File: src/rtl/core/tpg_pkg.sv
// Shared widths, register indexes, configuration struct and saturation helper
// for the trapezoid profile generator. No dependencies.
package tpg_pkg;

   localparam int POS_BITS      = 32;   // Q16.16 position and velocity
   localparam int TICK_BITS     = 16;   // tick counters, 8..32
   localparam int WIDE_BITS     = POS_BITS + 2;
   localparam int CSR_IDX_BITS  = 3;
   localparam int CSR_DATA_BITS = 32;
   localparam int DIV_CNT_BITS  = $clog2(POS_BITS);

   localparam logic [DIV_CNT_BITS-1:0] DIV_LAST = DIV_CNT_BITS'(POS_BITS - 1);

   localparam logic [CSR_IDX_BITS-1:0] REG_START_POS   = 3'd0;
   localparam logic [CSR_IDX_BITS-1:0] REG_END_POS     = 3'd1;
   localparam logic [CSR_IDX_BITS-1:0] REG_START_VEL   = 3'd2;
   localparam logic [CSR_IDX_BITS-1:0] REG_END_VEL     = 3'd3;
   localparam logic [CSR_IDX_BITS-1:0] REG_CRUISE_VEL  = 3'd4;
   localparam logic [CSR_IDX_BITS-1:0] REG_ACCEL_TICKS = 3'd5;
   localparam logic [CSR_IDX_BITS-1:0] REG_DECEL_TICKS = 3'd6;
   localparam logic [CSR_IDX_BITS-1:0] REG_TOTAL_TICKS = 3'd7;

   localparam logic signed [WIDE_BITS-1:0] Q_MAX = WIDE_BITS'(64'sd2147483647);
   localparam logic signed [WIDE_BITS-1:0] Q_MIN = WIDE_BITS'(-64'sd2147483648);

   typedef struct packed {
      logic signed [POS_BITS-1:0] start_position;
      logic signed [POS_BITS-1:0] end_position;
      logic signed [POS_BITS-1:0] start_velocity;
      logic signed [POS_BITS-1:0] end_velocity;
      logic signed [POS_BITS-1:0] cruise_velocity;
      logic [TICK_BITS-1:0]       accel_ticks;
      logic [TICK_BITS-1:0]       decel_ticks;
      logic [TICK_BITS-1:0]       total_ticks;
   } cfg_type;

   function automatic logic signed [POS_BITS-1:0] sat_q(input logic signed [WIDE_BITS-1:0] v);
      logic signed [POS_BITS-1:0] r;
      if (v > Q_MAX) begin
         r = Q_MAX[POS_BITS-1:0];
      end else if (v < Q_MIN) begin
         r = Q_MIN[POS_BITS-1:0];
      end else begin
         r = v[POS_BITS-1:0];
      end
      return r;
   endfunction

endpackage

File: src/rtl/core/tpg_csr.sv
// Configuration register file of the trapezoid profile generator.
// Depends on tpg_pkg.
module tpg_csr (
   input  logic                                clock,
   input  logic                                reset,
   input  logic                                csr_write_enable,
   input  logic [tpg_pkg::CSR_IDX_BITS-1:0]    csr_index,
   input  logic [tpg_pkg::CSR_DATA_BITS-1:0]   csr_write_data,
   output tpg_pkg::cfg_type                    cfg
);
   import tpg_pkg::*;

   cfg_type cfg_ff;
   cfg_type cfg_in;

   always_comb begin
      cfg_in = cfg_ff;
      if (csr_write_enable) begin
         case (csr_index)
            REG_START_POS:   cfg_in.start_position  = csr_write_data[POS_BITS-1:0];
            REG_END_POS:     cfg_in.end_position    = csr_write_data[POS_BITS-1:0];
            REG_START_VEL:   cfg_in.start_velocity  = csr_write_data[POS_BITS-1:0];
            REG_END_VEL:     cfg_in.end_velocity    = csr_write_data[POS_BITS-1:0];
            REG_CRUISE_VEL:  cfg_in.cruise_velocity = csr_write_data[POS_BITS-1:0];
            REG_ACCEL_TICKS: cfg_in.accel_ticks     = csr_write_data[TICK_BITS-1:0];
            REG_DECEL_TICKS: cfg_in.decel_ticks     = csr_write_data[TICK_BITS-1:0];
            REG_TOTAL_TICKS: cfg_in.total_ticks     = csr_write_data[TICK_BITS-1:0];
            default:         cfg_in = cfg_ff;
         endcase
      end
   end

   always_ff @(posedge clock) begin
      if (reset) begin
         cfg_ff <= '0;
      end else begin
         cfg_ff <= cfg_in;
      end
   end

   assign cfg = cfg_ff;

endmodule

File: src/rtl/core/tpg_div.sv
// Bit-serial restoring divider: signed ramp difference over an unsigned tick
// count, one quotient bit per cycle, truncating toward zero. Depends on tpg_pkg.
module tpg_div (
   input  logic                                clock,
   input  logic                                reset,
   input  logic                                div_start,
   input  logic signed [tpg_pkg::POS_BITS:0]   div_dividend,
   input  logic [tpg_pkg::TICK_BITS-1:0]       div_divisor,
   output logic                                div_done,
   output logic signed [tpg_pkg::POS_BITS:0]   div_quotient
);
   import tpg_pkg::*;

   logic                    busy_ff, busy_in;
   logic                    done_ff, done_in;
   logic                    neg_ff, neg_in;
   logic [POS_BITS-1:0]     mag_ff, mag_in;
   logic [TICK_BITS-1:0]    rem_ff, rem_in;
   logic [DIV_CNT_BITS-1:0] cnt_ff, cnt_in;

   logic signed [POS_BITS:0] abs_dividend;
   logic [TICK_BITS:0]       trial;
   logic [TICK_BITS:0]       diff;
   logic                     fits;
   logic [POS_BITS:0]        mag_ext;

   assign abs_dividend = div_dividend[POS_BITS] ? -div_dividend : div_dividend;
   // shift the next dividend bit into the partial remainder
   assign trial = {rem_ff, mag_ff[POS_BITS-1]};
   assign diff  = trial - {1'b0, div_divisor};
   assign fits  = trial >= {1'b0, div_divisor};

   always_comb begin
      busy_in = busy_ff;
      done_in = 1'b0;
      neg_in  = neg_ff;
      mag_in  = mag_ff;
      rem_in  = rem_ff;
      cnt_in  = cnt_ff;
      if (div_start) begin
         busy_in = 1'b1;
         neg_in  = div_dividend[POS_BITS];
         mag_in  = abs_dividend[POS_BITS-1:0];
         rem_in  = '0;
         cnt_in  = '0;
      end else if (busy_ff) begin
         // quotient bits fill the dividend word from the bottom
         mag_in = {mag_ff[POS_BITS-2:0], fits};
         rem_in = fits ? diff[TICK_BITS-1:0] : trial[TICK_BITS-1:0];
         cnt_in = cnt_ff + 1'b1;
         if (cnt_ff == DIV_LAST) begin
            busy_in = 1'b0;
            done_in = 1'b1;
         end
      end
   end

   always_ff @(posedge clock) begin
      if (reset) begin
         busy_ff <= 1'b0;
         done_ff <= 1'b0;
      end else begin
         busy_ff <= busy_in;
         done_ff <= done_in;
      end
      neg_ff <= neg_in;
      mag_ff <= mag_in;
      rem_ff <= rem_in;
      cnt_ff <= cnt_in;
   end

   assign mag_ext      = {1'b0, mag_ff};
   assign div_quotient = neg_ff ? -$signed(mag_ext) : $signed(mag_ext);
   assign div_done     = done_ff;

endmodule

File: src/rtl/core/trapezoid_profile_generator.sv
// Single-axis trapezoidal motion profile generator, top level.
// Depends on tpg_pkg, tpg_csr and tpg_div.
//
// Usage:
//   Each word on the req_ channel is one servo tick; req_restart reloads
//   position and velocity from the start registers and clears the tick count
//   before the tick is processed. Each running tick yields one rsp_ word with
//   the new Q16.16 position; rsp_last marks the final point of the profile.
//   Ticks after the end of the profile (or a restart with zero total ticks)
//   give no word.
//   An accepted tick passes through the evaluate, divide, position and emit
//   states; the divide state waits on the bit-serial divider, one quotient
//   bit per cycle. A cruise tick or an empty ramp skips the divide state, and
//   a tick past the end returns to idle from the evaluate state. One tick is
//   processed at a time. req_ready is high only while the block is idle, and
//   it stays high while a finished word waits in the output register. If the
//   receiver stalls with a word still held, the next result waits in its
//   last stage until the output register frees up. Reset zeroes the
//   configuration, position and velocity and marks the profile finished; the
//   output word is not reset. Configuration writes also reach a tick in flight.
module trapezoid_profile_generator (
   input  logic                                clock,
   input  logic                                reset,
   input  logic                                req_valid,
   output logic                                req_ready,
   input  logic                                req_restart,
   output logic                                rsp_valid,
   input  logic                                rsp_ready,
   output logic signed [tpg_pkg::POS_BITS-1:0] rsp_position,
   output logic                                rsp_last,
   input  logic                                csr_write_enable,
   input  logic [tpg_pkg::CSR_IDX_BITS-1:0]    csr_index,
   input  logic [tpg_pkg::CSR_DATA_BITS-1:0]   csr_write_data
);
   import tpg_pkg::*;

   localparam logic [2:0] ST_IDLE = 3'd0;
   localparam logic [2:0] ST_EVAL = 3'd1;
   localparam logic [2:0] ST_DIV  = 3'd2;
   localparam logic [2:0] ST_POS  = 3'd3;
   localparam logic [2:0] ST_EMIT = 3'd4;

   cfg_type cfg;

   logic [2:0]                 state_ff, state_in;
   logic signed [POS_BITS-1:0] pos_ff, pos_in;
   logic signed [POS_BITS-1:0] vel_ff, vel_in;
   logic [TICK_BITS:0]         tick_ff, tick_in;
   logic                       dir_ff, dir_in;   // 1: moving negative
   logic                       dec_ff, dec_in;   // divider serves the decel ramp
   logic                       rsp_valid_ff, rsp_valid_in;
   logic signed [POS_BITS-1:0] rsp_position_ff, rsp_position_in;
   logic                       rsp_last_ff, rsp_last_in;

   logic                       div_start;
   logic                       div_done;
   logic signed [POS_BITS:0]   div_dividend;
   logic signed [POS_BITS:0]   div_quotient;
   logic [TICK_BITS-1:0]       div_divisor;

   logic                       running;
   logic                       in_accel;
   logic                       in_cruise;
   logic signed [TICK_BITS+1:0] cruise_end;
   logic signed [POS_BITS:0]   ramp_target;
   logic signed [WIDE_BITS-1:0] q_wide;
   logic signed [WIDE_BITS-1:0] vel_sum;
   logic signed [POS_BITS:0]   remain;
   logic [POS_BITS:0]          abs_remain;
   logic                       beyond;
   logic signed [WIDE_BITS-1:0] vel_wide;
   logic signed [WIDE_BITS-1:0] pos_sum;
   logic                       out_free;

   tpg_csr u_csr (
      .clock            (clock),
      .reset            (reset),
      .csr_write_enable (csr_write_enable),
      .csr_index        (csr_index),
      .csr_write_data   (csr_write_data),
      .cfg              (cfg)
   );

   tpg_div u_div (
      .clock        (clock),
      .reset        (reset),
      .div_start    (div_start),
      .div_dividend (div_dividend),
      .div_divisor  (div_divisor),
      .div_done     (div_done),
      .div_quotient (div_quotient)
   );

   // phase decode for the tick being evaluated
   assign running    = tick_ff < {1'b0, cfg.total_ticks};
   assign in_accel   = tick_ff < {1'b0, cfg.accel_ticks};
   assign cruise_end = $signed({2'b00, cfg.total_ticks}) - $signed({2'b00, cfg.decel_ticks});
   assign in_cruise  = $signed({1'b0, tick_ff}) < cruise_end;

   assign ramp_target  = in_accel ?
                         $signed({cfg.start_velocity[POS_BITS-1], cfg.start_velocity}) :
                         $signed({cfg.end_velocity[POS_BITS-1], cfg.end_velocity});
   assign div_dividend = $signed({cfg.cruise_velocity[POS_BITS-1], cfg.cruise_velocity})
                       - ramp_target;
   assign div_divisor  = dec_ff ? cfg.decel_ticks : cfg.accel_ticks;
   assign div_start    = (state_ff == ST_EVAL) && running &&
                         (in_accel || (!in_cruise && (cfg.decel_ticks != '0)));

   // velocity ramp step
   assign q_wide  = WIDE_BITS'(div_quotient);
   assign vel_sum = WIDE_BITS'(vel_ff) + (dec_ff ? -q_wide : q_wide);

   // position step, or land on the end point
   assign remain     = $signed({cfg.end_position[POS_BITS-1], cfg.end_position})
                     - $signed({pos_ff[POS_BITS-1], pos_ff});
   assign abs_remain = remain[POS_BITS] ? -remain : remain;
   assign beyond     = vel_ff[POS_BITS-1] || (abs_remain > {1'b0, vel_ff});
   assign vel_wide   = WIDE_BITS'(vel_ff);
   assign pos_sum    = WIDE_BITS'(pos_ff) + (dir_ff ? -vel_wide : vel_wide);

   assign out_free = !rsp_valid_ff || rsp_ready;

   always_comb begin
      state_in        = state_ff;
      pos_in          = pos_ff;
      vel_in          = vel_ff;
      tick_in         = tick_ff;
      dir_in          = dir_ff;
      dec_in          = dec_ff;
      rsp_valid_in    = rsp_valid_ff && !rsp_ready;
      rsp_position_in = rsp_position_ff;
      rsp_last_in     = rsp_last_ff;
      case (state_ff)
         ST_IDLE: begin
            if (req_valid) begin
               if (req_restart) begin
                  pos_in  = cfg.start_position;
                  vel_in  = cfg.start_velocity;
                  tick_in = '0;
                  dir_in  = !(cfg.end_position > cfg.start_position);
               end
               state_in = ST_EVAL;
            end
         end
         ST_EVAL: begin
            if (!running) begin
               state_in = ST_IDLE;
            end else if (div_start) begin
               dec_in   = !in_accel;
               state_in = ST_DIV;
            end else begin
               if (in_cruise) begin
                  vel_in = cfg.cruise_velocity;
               end
               state_in = ST_POS;
            end
         end
         ST_DIV: begin
            if (div_done) begin
               vel_in   = sat_q(vel_sum);
               state_in = ST_POS;
            end
         end
         ST_POS: begin
            pos_in   = beyond ? sat_q(pos_sum) : cfg.end_position;
            tick_in  = tick_ff + 1'b1;
            state_in = ST_EMIT;
         end
         ST_EMIT: begin
            if (out_free) begin
               rsp_valid_in    = 1'b1;
               rsp_position_in = pos_ff;
               rsp_last_in     = tick_ff == {1'b0, cfg.total_ticks};
               state_in        = ST_IDLE;
            end
         end
         default: begin
            state_in = ST_IDLE;
         end
      endcase
   end

   always_ff @(posedge clock) begin
      if (reset) begin
         state_ff     <= ST_IDLE;
         pos_ff       <= '0;
         vel_ff       <= '0;
         tick_ff      <= {1'b1, {TICK_BITS{1'b0}}};
         dir_ff       <= 1'b0;
         dec_ff       <= 1'b0;
         rsp_valid_ff <= 1'b0;
      end else begin
         state_ff     <= state_in;
         pos_ff       <= pos_in;
         vel_ff       <= vel_in;
         tick_ff      <= tick_in;
         dir_ff       <= dir_in;
         dec_ff       <= dec_in;
         rsp_valid_ff <= rsp_valid_in;
      end
      rsp_position_ff <= rsp_position_in;
      rsp_last_ff     <= rsp_last_in;
   end

   assign req_ready    = state_ff == ST_IDLE;
   assign rsp_valid    = rsp_valid_ff;
   assign rsp_position = rsp_position_ff;
   assign rsp_last     = rsp_last_ff;

   // divider finishes only while the sequencer waits on it
   a_div_done_in_div: assert property (@(posedge clock) disable iff (reset)
      div_done |-> (state_ff == ST_DIV))
      else $error("divider done outside of ramp wait");

   // a new output word comes only from the emit stage
   a_rsp_from_emit: assert property (@(posedge clock) disable iff (reset)
      $rose(rsp_valid_ff) |-> ($past(state_ff) == ST_EMIT))
      else $error("output word raised outside of emit stage");

   // emit with a free output register hands off and returns to idle
   a_emit_handoff: assert property (@(posedge clock) disable iff (reset)
      ((state_ff == ST_EMIT) && out_free) |=> (rsp_valid_ff && (state_ff == ST_IDLE)))
      else $error("emit stage failed to hand off its word");

endmodule

File: config.mk
export PLATFORM = sky130hd
export DESIGN_NAME = trapezoid_profile_generator
export DESIGN_NICKNAME = d
export VERILOG_FILES = /design/src/rtl/core/tpg_pkg.sv /design/src/rtl/core/tpg_csr.sv /design/src/rtl/core/tpg_div.sv /design/src/rtl/core/trapezoid_profile_generator.sv
export SDC_FILE = /design/constraint.sdc
export NUM_CORES = 1
export LEC_CHECK = 0
export BUFFER_PORTS_ARGS = -buffer_cell sky130_fd_sc_hd__buf_2
export CAP_MARGIN = 20
export CORE_UTILIZATION = 59
export CTS_CLUSTER_SIZE = 28
export DETAILED_ROUTE_END_ITERATION = 16
export GPL_TIMING_DRIVEN = 0
export PLACE_DENSITY_LB_ADDON = 0.08
export SLEW_MARGIN = 0
export SYNTH_ARGS = -nofsm -noshare
export SYNTH_HDL_FRONTEND = slang
export SYNTH_HIERARCHICAL = 1
export SYNTH_SLANG_ARGS = --single-unit
File: constraint.sdc
create_clock -name clock -period 7.2 [get_ports clock]
set_input_delay 0.72 -clock clock [delete_from_list [all_inputs] [get_ports clock]]
set_output_delay 0.72 -clock clock [all_outputs]
set_load 0.05 [all_outputs]
Word-level counts from Yosys, hierarchy flattened
Index checks and enable logic that the tools add are counted.
{"block": "word_totals", "out_inout_bits": 35, "ff_bits": 384, "elab_cells": 140, "input_bits": 41}
{"block": "classes", "bitwise_logic": 1, "n_addsub": 13, "eq_ne": 20, "mux": 40, "reduce_logical": 33, "order_cmp": 10}
{"operator": "$mux 32", "count": 16}
{"operator": "$mux 33", "count": 3}
{"operator": "$pmux 32 s3", "count": 1}
{"operator": "$add 32x34->34", "count": 2}
{"operator": "$gt 34x32->1 const B", "count": 2}
{"operator": "$lt 34x32->1 const B", "count": 2}
{"operator": "$mux 34", "count": 2}
{"operator": "$pmux 32 s2", "count": 1}
{"operator": "$lt 17x16->1", "count": 2}
{"operator": "$mux 17", "count": 2}
{"operator": "$neg 32->34", "count": 1}
{"operator": "$neg 33->34", "count": 1}
{"operator": "$pmux 17 s2", "count": 1}
{"operator": "$gt 33x32->1", "count": 1}
{"operator": "$neg 32->33", "count": 1}
{"operator": "$neg 33->33", "count": 1}
{"operator": "$sub 32x32->33", "count": 1}
{"operator": "$sub 32x33->33", "count": 1}
{"operator": "$gt 32x32->1", "count": 1}
{"operator": "$mux 16", "count": 2}
{"operator": "$neg 32->32", "count": 1}
{"operator": "$lt 18x17->1", "count": 1}
{"operator": "$reduce_and 2->1", "count": 9}
{"operator": "$add 17x1->17 const B", "count": 1}
{"operator": "other kinds (26)", "count": 61}

Logic depth before layout (Yosys ltp)
Gate-level depths: netlist of the first run.
{"block": "depth", "ltp_word": 10, "ltp_mapped": 28, "depth_no_buf": 28}

Hierarchy
Netlist of the first run, hierarchy kept.
{"module": "trapezoid_profile_generator", "seq_area_each_um2": 2732.6, "n_inst": 1, "cells_per_inst": 2359, "area_per_inst_um2": 18207.5}
{"module": "tpg_csr", "seq_area_each_um2": 4164.0, "n_inst": 1, "cells_per_inst": 736, "area_per_inst_um2": 8174.1}
{"module": "tpg_div", "seq_area_each_um2": 1451.4, "n_inst": 1, "cells_per_inst": 572, "area_per_inst_um2": 4724.5}

Least setup slack after synthesis of the first run
No wires, ideal clock.
{"block": "synth_path", "path_kind": "reg-to-reg", "from": "reg u_div.mag_ff[12]", "to": "reg vel_ff[11]", "arrival_time_ns": 6.535, "setup_time_ns": 0.087, "required_ns": 7.113, "slack_ns": 0.579, "synth_period_minus_slack_ns": 6.621, "n_path_buf": 3, "stages_incl_launch_ff": 25, "cell_sequence": "edfxtp_1 -> or4_1 -> or2_4 -> or3_4 -> o41ai_1 -> xnor2_1 -> or3_1 -> or4_4 -> or2_2 -> or3_1 -> o31ai_1 -> xnor2_1 -> ha_1 -> clkbuf_1 -> nand3_1 -> or2_2 -> or4_1 -> a21o_1 -> nand3_1 -> mux2_2 -> o211ai_2 -> o41a_1 -> buf_6 -> buf_6 -> a221oi_2"}
{"block": "synth_between", "elab_chain_len": 10, "word_cells_on_any_way": 11, "classes_between": "add/sub (3); order compare (2); mux (6)"}
{"element": "start: declaration", "line_no": "tpg_div.sv:17", "text": "logic [POS_BITS-1:0] mag_ff, mag_in;"}
{"element": "start signal: assignment", "line_no": "tpg_div.sv:67", "text": "mag_ff <= mag_in;"}
{"element": "$neg 32->33 (*)", "line_no": "tpg_div.sv:73", "text": "assign div_quotient = neg_ff ? -$signed(mag_ext) : $signed(mag_ext);"}
{"element": "$mux 33 (*)", "line_no": "tpg_div.sv:73"}
{"element": "net div_quotient[22]", "line_no": "trapezoid_profile_generator.sv:58", "text": "logic signed [POS_BITS:0] div_quotient;"}
{"element": "$neg 33->34", "line_no": "trapezoid_profile_generator.sv:111", "text": "assign vel_sum = WIDE_BITS'(vel_ff) + (dec_ff ? -q_wide : q_wide);"}
{"element": "$mux 34 (*)", "line_no": "trapezoid_profile_generator.sv:111"}
{"element": "$add 32x34->34 (*)", "line_no": "trapezoid_profile_generator.sv:111"}
{"element": "$lt 34x32->1", "line_no": "tpg_pkg.sv:41", "text": "end else if (v < Q_MIN) begin"}
{"element": "$mux 32", "line_no": "tpg_pkg.sv:41"}
{"element": "$mux 32 (*)", "line_no": "tpg_pkg.sv:39", "text": "if (v > Q_MAX) begin"}
{"element": "$mux 32 (*)", "line_no": "trapezoid_profile_generator.sv:159", "text": "if (div_done) begin"}
{"element": "$pmux 32 s3 (*)", "line_no": "trapezoid_profile_generator.sv:133", "text": "case (state_ff)"}
{"element": "end signal: assignment", "line_no": "trapezoid_profile_generator.sv:195", "text": "vel_ff <= vel_in;"}
{"element": "end: declaration", "line_no": "trapezoid_profile_generator.sv:47", "text": "logic signed [POS_BITS-1:0] vel_ff, vel_in;"}
Mark *: on every way through the listed nets, which the timed path passes. The rest lies on a longest branch. The select of a mux whose other input is x is not followed.
A chain may end at the register's enable or synchronous reset.

Worst setup path after layout of the first run
{"block": "layout_path", "from": "reg pos_ff[3]", "to": "reg pos_ff[11]"}
{"block": "layout_between", "elab_chain_len": 7, "word_cells_on_any_way": 12, "classes_between": "add/sub (3); order compare (3); mux (5); reduce/logical (1)"}
{"element": "start: declaration", "line_no": "trapezoid_profile_generator.sv:46", "text": "logic signed [POS_BITS-1:0] pos_ff, pos_in;"}
{"element": "start signal: assignment", "line_no": "trapezoid_profile_generator.sv:194", "text": "pos_ff <= pos_in;"}
{"element": "$sub 32x32->33", "line_no": "trapezoid_profile_generator.sv:115", "text": "- $signed({pos_ff[POS_BITS-1], pos_ff});"}
{"element": "$neg 33->33", "line_no": "trapezoid_profile_generator.sv:116", "text": "assign abs_remain = remain[POS_BITS] ? -remain : remain;"}
{"element": "$mux 33", "line_no": "trapezoid_profile_generator.sv:116"}
{"element": "$gt 33x32->1", "line_no": "trapezoid_profile_generator.sv:117", "text": "assign beyond = vel_ff[POS_BITS-1] || (abs_remain > {1'b0, vel_ff});"}
{"element": "$logic_or 1x1->1", "line_no": "trapezoid_profile_generator.sv:117"}
{"element": "$mux 32 (*)", "line_no": "trapezoid_profile_generator.sv:165", "text": "pos_in = beyond ? sat_q(pos_sum) : cfg.end_position;"}
{"element": "$pmux 32 s2 (*)", "line_no": "trapezoid_profile_generator.sv:133"}
Every way passes the cells marked *; elsewhere a longest branch is shown, timed or not.

==> results of run 1 <==
==> cells by family after synthesis <==
| family | synth area share, % |
|---|---|
| AO/OA/AOI/OAI | 22.1 |
| XOR/XNOR | 8.22 |
| adder cells (fa/ha/maj) | 11.6 |
| buffers and inverters | 5.42 |
| flip-flops | 26.8 |
| multiplexers | 8.16 |
| AND/OR/NAND/NOR | 17.6 |
==> sequential cells by signal, summed over array words and instances (netlist names) <==
register	count
u_div/rem_ff	16
tick_ff	17
state_ff	3
u_div/mag_ff	32
rsp_valid	1
u_div/cnt_ff	5
u_div/neg_ff	1
dir_ff	1
u_csr/cfg	208
pos_ff	32
dec_ff	1
u_div/div_done	1
rsp_last	1
vel_ff	32
u_div/busy_ff	1
rsp_position	32
==> metrics by stage <==
stage	setup WS, ns	util [%]	power (W)
2_1_floorplan	0.579	-	0.00505
3_3_place_gp	-0.423	62.5	0.00604
3_5_place_dp	-0.663	62.6	0.00614
4_1_cts	0.00449	65.6	0.00852
5_1_grt	-0.0442	66.3	0.00910
6_report	0.184	66.3	0.00872
==> cell type report <==
type                    count  area [µm²]  area share [%]
flip-flops and latches    384        8350            24.4
clock inverters            22         241           0.705
multi-input cells        2857       21300            62.3
inverters                 237         890            2.60
repair buffers             93         541            1.58
well taps                 680         851            2.48
clock buffers              56        1250            3.64
plain buffers             184         807            2.36
diodes                      2        5.00          0.0146
==> routing by layer <==
| metal | part of all wire [%] | vias up | GRT usage, % |
|---|---|---|---|
| met2 | 46 | 1374 | 64.4 |
| met1 | 40 | 14200 | 49.6 |
| met3 | 8.1 | 324 | 6.62 |
| met5 | 0.020 | - | 0 |
| met4 | 5.8 | 4 | 22.0 |
| li1 | - | 13700 | - |
==> power by group <==
part / switching, W / leakage, nW / internal [W]
clock network: 0.000994 / 0.746 / 0.00137
logic: 0.00248 / 10.7 / 0.00146
registers: 0.000122 / 3.14 / 0.00228
total: 0.00360 / 14.6 / 0.00512
==> worst max path at each step <==
| stage | cells past startpoint | start | endpoint |
|---|---|---|---|
| 3_5_place_dp | 24 | u_div/mag_ff[5] | vel_ff[15] |
| 4_1_cts | 22 | u_div/mag_ff[13] | vel_ff[9] |
| 5_1_grt | 26 | u_csr/cfg[144] | pos_ff[21] |
| 6_report | 24 | pos_ff[3] | pos_ff[11] |
| 3_3_place_gp | 24 | u_div/mag_ff[4] | vel_ff[19] |
| 2_1_floorplan | 24 | u_div/mag_ff[12] | vel_ff[11] |
==> what timing repair did <==
action / CTS / global route
pin swaps: 2 / 12
setup endpoints to repair: 90 / 101
setup buffers: 4 / 13
resized for setup: 17 / 76
==> cells in the final DEF, fill, tap and decap left out, types with 41 or more instances in the layout <==
master     count
a211oi_1      56
a21o_1       105
a21oi_1      194
buf_2         97
clkbuf_1     132
clkbuf_16     46
dfxtp_1      316
edfxtp_1      66
ha_1         277
inv_1        237
mux2i_1      247
nand2_1      174
nand2b_1     295
nand3_1       71
nand4_1       46
nor2_1       182
nor3_1        44
o21a_1        46
o21ai_0      211
o22ai_1       41
o31ai_1       47
xnor2_1      204
xor2_1        87
==> out/metrics.yaml, run 1 <==
synth_area_leader_cell: "dfxtp_1"
die_w_um: 232
path_cells: "inv_1 -> ha_1 -> buf_2 -> o211ai_1 -> a21oi_4 -> o41ai_1 -> xor2_1 -> nand2b_1 -> a21o_1 -> or4_1 -> nor3b_4 -> or4b_4 -> o31ai_1 -> xnor2_1 -> ha_1 -> nand4_1 -> nor4_1 -> a22oi_1 -> o22ai_2 -> o41a_1 -> buf_4 -> clkbuf_2 -> a211oi_1 -> o22ai_1"
gr-usage-all-layers_pct: 39.6
dpl_cell_area_um2: 32400
crit_path_frequent_cell: "ha_1"
ff2ff_path_depth: 24
drtIter0Drc: 2949
min_path_cells: 2
drtPass1Iterations: 6
cts_num_sinks: 384
wl_um: 109000
hold_path.class: "primary input to flop"
syn_to_final_growth_pct: 10.2
hold_start: "reset"
yosysMostFrequentCell: "dfxtp_1"
hold_slack_ns: 0.454
powerDensity_nw_per_um2: 254
cts.reportedPaths.clkPinSlew_ns: 0.06
drc: 0
num_rows: 83
cpMaxStageDelayCell: "or4_1"
synth_top_area_share_pct: 20.5
syn_nets: 3994
grt_max_degree: 27
core_um2: 51700
dp_cells: 4423
fill_cells: 4328
finalSetupViolCount: 0
clock.fmax_mhz: 143
antenna_found_initial: 4
nets: 4129
end_kind: "flop"
relSlewSlack_pct: 28.0
timing.rr.end: "pos_ff[11]"
cp_max_fo: 10
cts_tree: "built"
cts_made_buffers: 45
final_layout_size_suffix_gt1_share_pct: 8.04
grt_pass1_vias: 28600
required_ns: 7.72
synth-edff-count: 66
ys_seq_elements: 384
vdd_drop_max_v: 0.000278
start_kind: "flop"
async_flop_share_pct: 0
postSynthAreaPerCell_um2: 8.48
path_buf_inv: 4
clock_latency_ns: 0.62
io_pins: 76
rrSetupSlack_ns: 0.18
cp_top_family: "simple AND/OR/NAND/NOR gates"
drv_cap: 0
final-max-slew-violation-count: 0
dieArea_um2: 53600
fin_skew_ns: 0.0352
wl_per_cell_um: 24.1
cts_htree_levels: 2
start_util_pct: 60.1
period_share_pct: 97.4
finalSetupTns_ns: 0
grt_pass1_wl_um: 164000
die_h_um: 232
yosys_warnings: 6
postCtsHoldBufs: 0
fin_cells: 4515
numPortBuffers: 71
synth.top_cells.by_count: "318 x dfxtp_1, 295 x nand2b_1, 280 x ha_1"
synth_area_um2: 31100
max_slew.worst_pin.slew_ns: 1.07
power.leakage_nw: 14.6
clockBufferDepth: 3
grt-ovfl-total: 0
path_class: "flop to flop"
finalCriticalPeriod_ns: 7.02
vias_per_cell: 6.55
holdPathEnd: "u_div/busy_ff"
vias: 29600
crit_arrival_ns: 7.54
synth_area_leaders: "dfxtp_1 20%, ha_1 11%, mux2i_1 8.0%"
hold_viol_final: 0
status: "finished clean"
yosysSeqAreaShare_pct: 26.8
root_buffer: "clkbuf_16"
r2r_start: "pos_ff[3]"
fin_area_um2: 34300
synthCells: 3667
ys.flop_type: "dfxtp_1"
synth_cell_types: 91
ant_nets: 0
slowest_delay_ns: 0.61
place_congestion: 1.05
hpwl_um: 86000
Power figures use the tool's default switching activity.
==> inputs of run 2 (changes only) <==
--- a/config.mk
+++ b/config.mk
@@ -5,6 +5,7 @@
 export SDC_FILE = /design/constraint.sdc
 export NUM_CORES = 1
 export LEC_CHECK = 0
+export ABC_AREA = 1
 export BUFFER_PORTS_ARGS = -buffer_cell sky130_fd_sc_hd__buf_2
 export CAP_MARGIN = 20
 export CORE_UTILIZATION = 59
==> out/metrics.yaml, run 2 <==
status: "finished clean"
core_um2: 56600  # +9.4%
drtIter0Drc: 3481  # +18%
wl_um: 121000  # +11%
multi_input_area_um2: 22200  # +3.9%
grt-ovfl-total: 0  # unchanged
vias: 36200  # +22%
synth_top_area_share_pct: 18.8  # -1.7 points
start_util_pct: 60.0  # -0.18 points
place_congestion: 1.08  # +3.4%
root_buffer: "clkbuf_16"
clockBufferDepth: 3  # unchanged
largest_register_ffs: 208  # unchanged
start_kind: "flop"
synth.top_cells.by_count: "1398 x nand2_1, 825 x nor2_1, 670 x inv_1"
relSlewSlack_pct: 22.5  # -5.5 points
slowest_delay_ns: 0.50  # -0.11 ns
syn_to_final_growth_pct: 8.44
setup_ws_ns: 0.399  # +0.215 ns
die_h_um: 242  # +4.4%
wl_per_cell_um: 19.0  # -21%
synth_cell_types: 63  # -31%
nets: 5878  # +42%
path_class: "flop to flop"
cts_num_sinks: 384  # unchanged
final_util_pct: 65.0  # -1.2 points
finalCriticalPeriod_ns: 6.80  # -0.215 ns
path_buf_inv: 6  # +2
fin_skew_ns: 0.0307  # -0.00451 ns
cts_tree: "built"
clock.fmax_mhz: 147  # +3.2%
ys.flop_type: "dfxtp_1"
fill_cells: 5610  # +30%
period_share_pct: 94.5  # -3.0 points
io_pins: 76  # unchanged
powerDensity_nw_per_um2: 256  # +0.66%
cts.reportedPaths.clkPinSlew_ns: 0.07  # about the same
syn_nets: 5755  # +44%
hold_viol_final: 0  # unchanged
crit_arrival_ns: 7.13  # -0.41 ns
dieArea_um2: 58500  # +9.0%
async_flop_share_pct: 0  # unchanged
yosysMostFrequentCell: "nand2_1"
drtPass1Iterations: 7  # +1
final_layout_size_suffix_gt1_share_pct: 5.73  # -2.3 points
antenna_found_initial: 6  # +2
synth_area_leaders: "dfxtp_1 19%, nand2_1 15%, ha_1 10%"
dpl_cell_area_um2: 35300  # +9.0%
grt_pass1_vias: 33300  # +17%
power.leakage_nw: 18.0  # +23%
die_w_um: 242  # +4.4%
register_area_um2: 8350  # about the same
finalSetupTns_ns: 0  # unchanged
wl_met1_um: 49800  # +13%
ys_seq_elements: 384  # unchanged
cpMaxStageDelayCell: "a2111oi_0"
vias_per_cell: 5.71  # -13%
final_cell_mix: "1398 x nand2_1, 825 x nor2_1, 669 x inv_1, 462 x nand3_1, 318 x dfxtp_1"
wl_met3_um: 12200  # +39%
grt_pass1_wl_um: 184000  # +13%
vdd_drop_max_v: 0.000379  # +36%
synthCells: 5428  # +48%
route.top_layer_used: "met5"
end_kind: "flop"
hold_path.class: "primary input to flop"
synth_area_leader_cell: "dfxtp_1"
cts_htree_levels: 2  # unchanged
num_rows: 87  # +4.8%
cts_made_buffers: 43  # -4.4%
final-max-slew-violation-count: 0  # unchanged
numPortBuffers: 75  # +5.6%
gr-usage-all-layers_pct: 40.3  # +0.78 points
synth_area_um2: 33900  # +9.1%
finalSetupViolCount: 0  # unchanged
yosysSeqAreaShare_pct: 24.6  # -2.2 points
cp_top_family: "compound AO/OA/AOI/OAI gates"
layout_commonest_cell: "nand2_1"
met2_length_um: 51300  # +3.6%
post-place-ws_ns: 0.366  # +1.03 ns
postSynthAreaPerCell_um2: 6.25  # -26%
yosys_warnings: 6  # unchanged
grt_max_degree: 41  # +52%
clock_latency_ns: 0.61  # about the same
ant_nets: 0  # unchanged
postCtsHoldBufs: 0  # unchanged
required_ns: 7.53  # -0.19 ns
hpwl_um: 99300  # +15%
cp_max_fo: 10  # unchanged
drc: 0  # unchanged
drv_cap: 0  # unchanged
synth-edff-count: 66  # unchanged
max_slew.worst_pin.slew_ns: 1.15  # +0.0804 ns
fin_area_um2: 36800  # +7.4%
-- run 2: repair_timing --
action,4_1_cts,5_1_grt
buffers inserted,0,2
endpoints found under the setup margin,0,20
resized for setup,0,1
-- run 2: worst paths after layout --
path                   startpoint                to  slack, ns  cells after the start
setup / recovery      tick_ff[10]  u_div/mag_ff[31]       0.40                     30
hold / removal              reset    u_div/div_done       0.43                      2
setup reg to reg      tick_ff[10]  u_div/mag_ff[31]       0.40                     30
hold reg to reg   u_div/rem_ff[5]   u_div/rem_ff[5]       0.47                      2
-- run 2: layout make-up --
type / count / share of cell area (%)
timing repair buffer: 78 / 1.11
clock inverter: 26 / 0.816
multi-input combinational: 4181 / 60.2
antenna: 1 / 0.00680
tap: 756 / 2.57
buffer: 176 / 2.35
inverter: 687 / 7.01
clock buffer: 54 / 3.23
sequential: 384 / 22.7
-- run 2: report_power, final --
group | switching (W) | total [W] | internal [W]
combinational | 0.00306 | 0.00460 | 0.00154
sequential | 0.000147 | 0.00247 | 0.00232
clock | 0.00102 | 0.00235 | 0.00134
total | 0.00423 | 0.00942 | 0.00520
-- run 2: metrics by stage --
step / hold slack [ns] / power (W) / cells
3_5_place_dp: 0.460 / 0.00700 / 6260
4_1_cts: 0.397 / 0.00935 / 6340
6_report: 0.430 / 0.00942 / 6343
5_1_grt: 0.416 / 0.0101 / 6342
3_3_place_gp: 0.457 / 0.00695 / 6259
2_1_floorplan: 0.443 / 0.00587 / 5428
-- run 2: worst reg2reg max path: cells and delay by family, from the launching register on --
| kind | cells | cell delay, ns |
|---|---|---|
| AOI/OAI and AO/OA | 11 | 2.56 |
| xor gates and xnor gates | 1 | 0.21 |
| adders and majority gates | 2 | 0.63 |
| buffers and inverters | 6 | 1.38 |
| DFF | 1 | 0.47 |
| and+or+nand+nor | 10 | 1.27 |
-- run 2: layer usage --
metal  vias to the layer above  GRT usage [%]
li1                      17800              -
met1                     16400           53.2
met2                      1647           62.4
met3                       340           7.36
met4                         4           22.0
met5                         -              0
-- run 2: cell families after synthesis --
logic type | share of synthesized area [%]
xor+xnor | 6.35
simple gates | 36.9
flops | 24.6
compound gates | 11.3
fa+ha+maj | 10.7
buf+inv | 10.1
mux | 0.0885
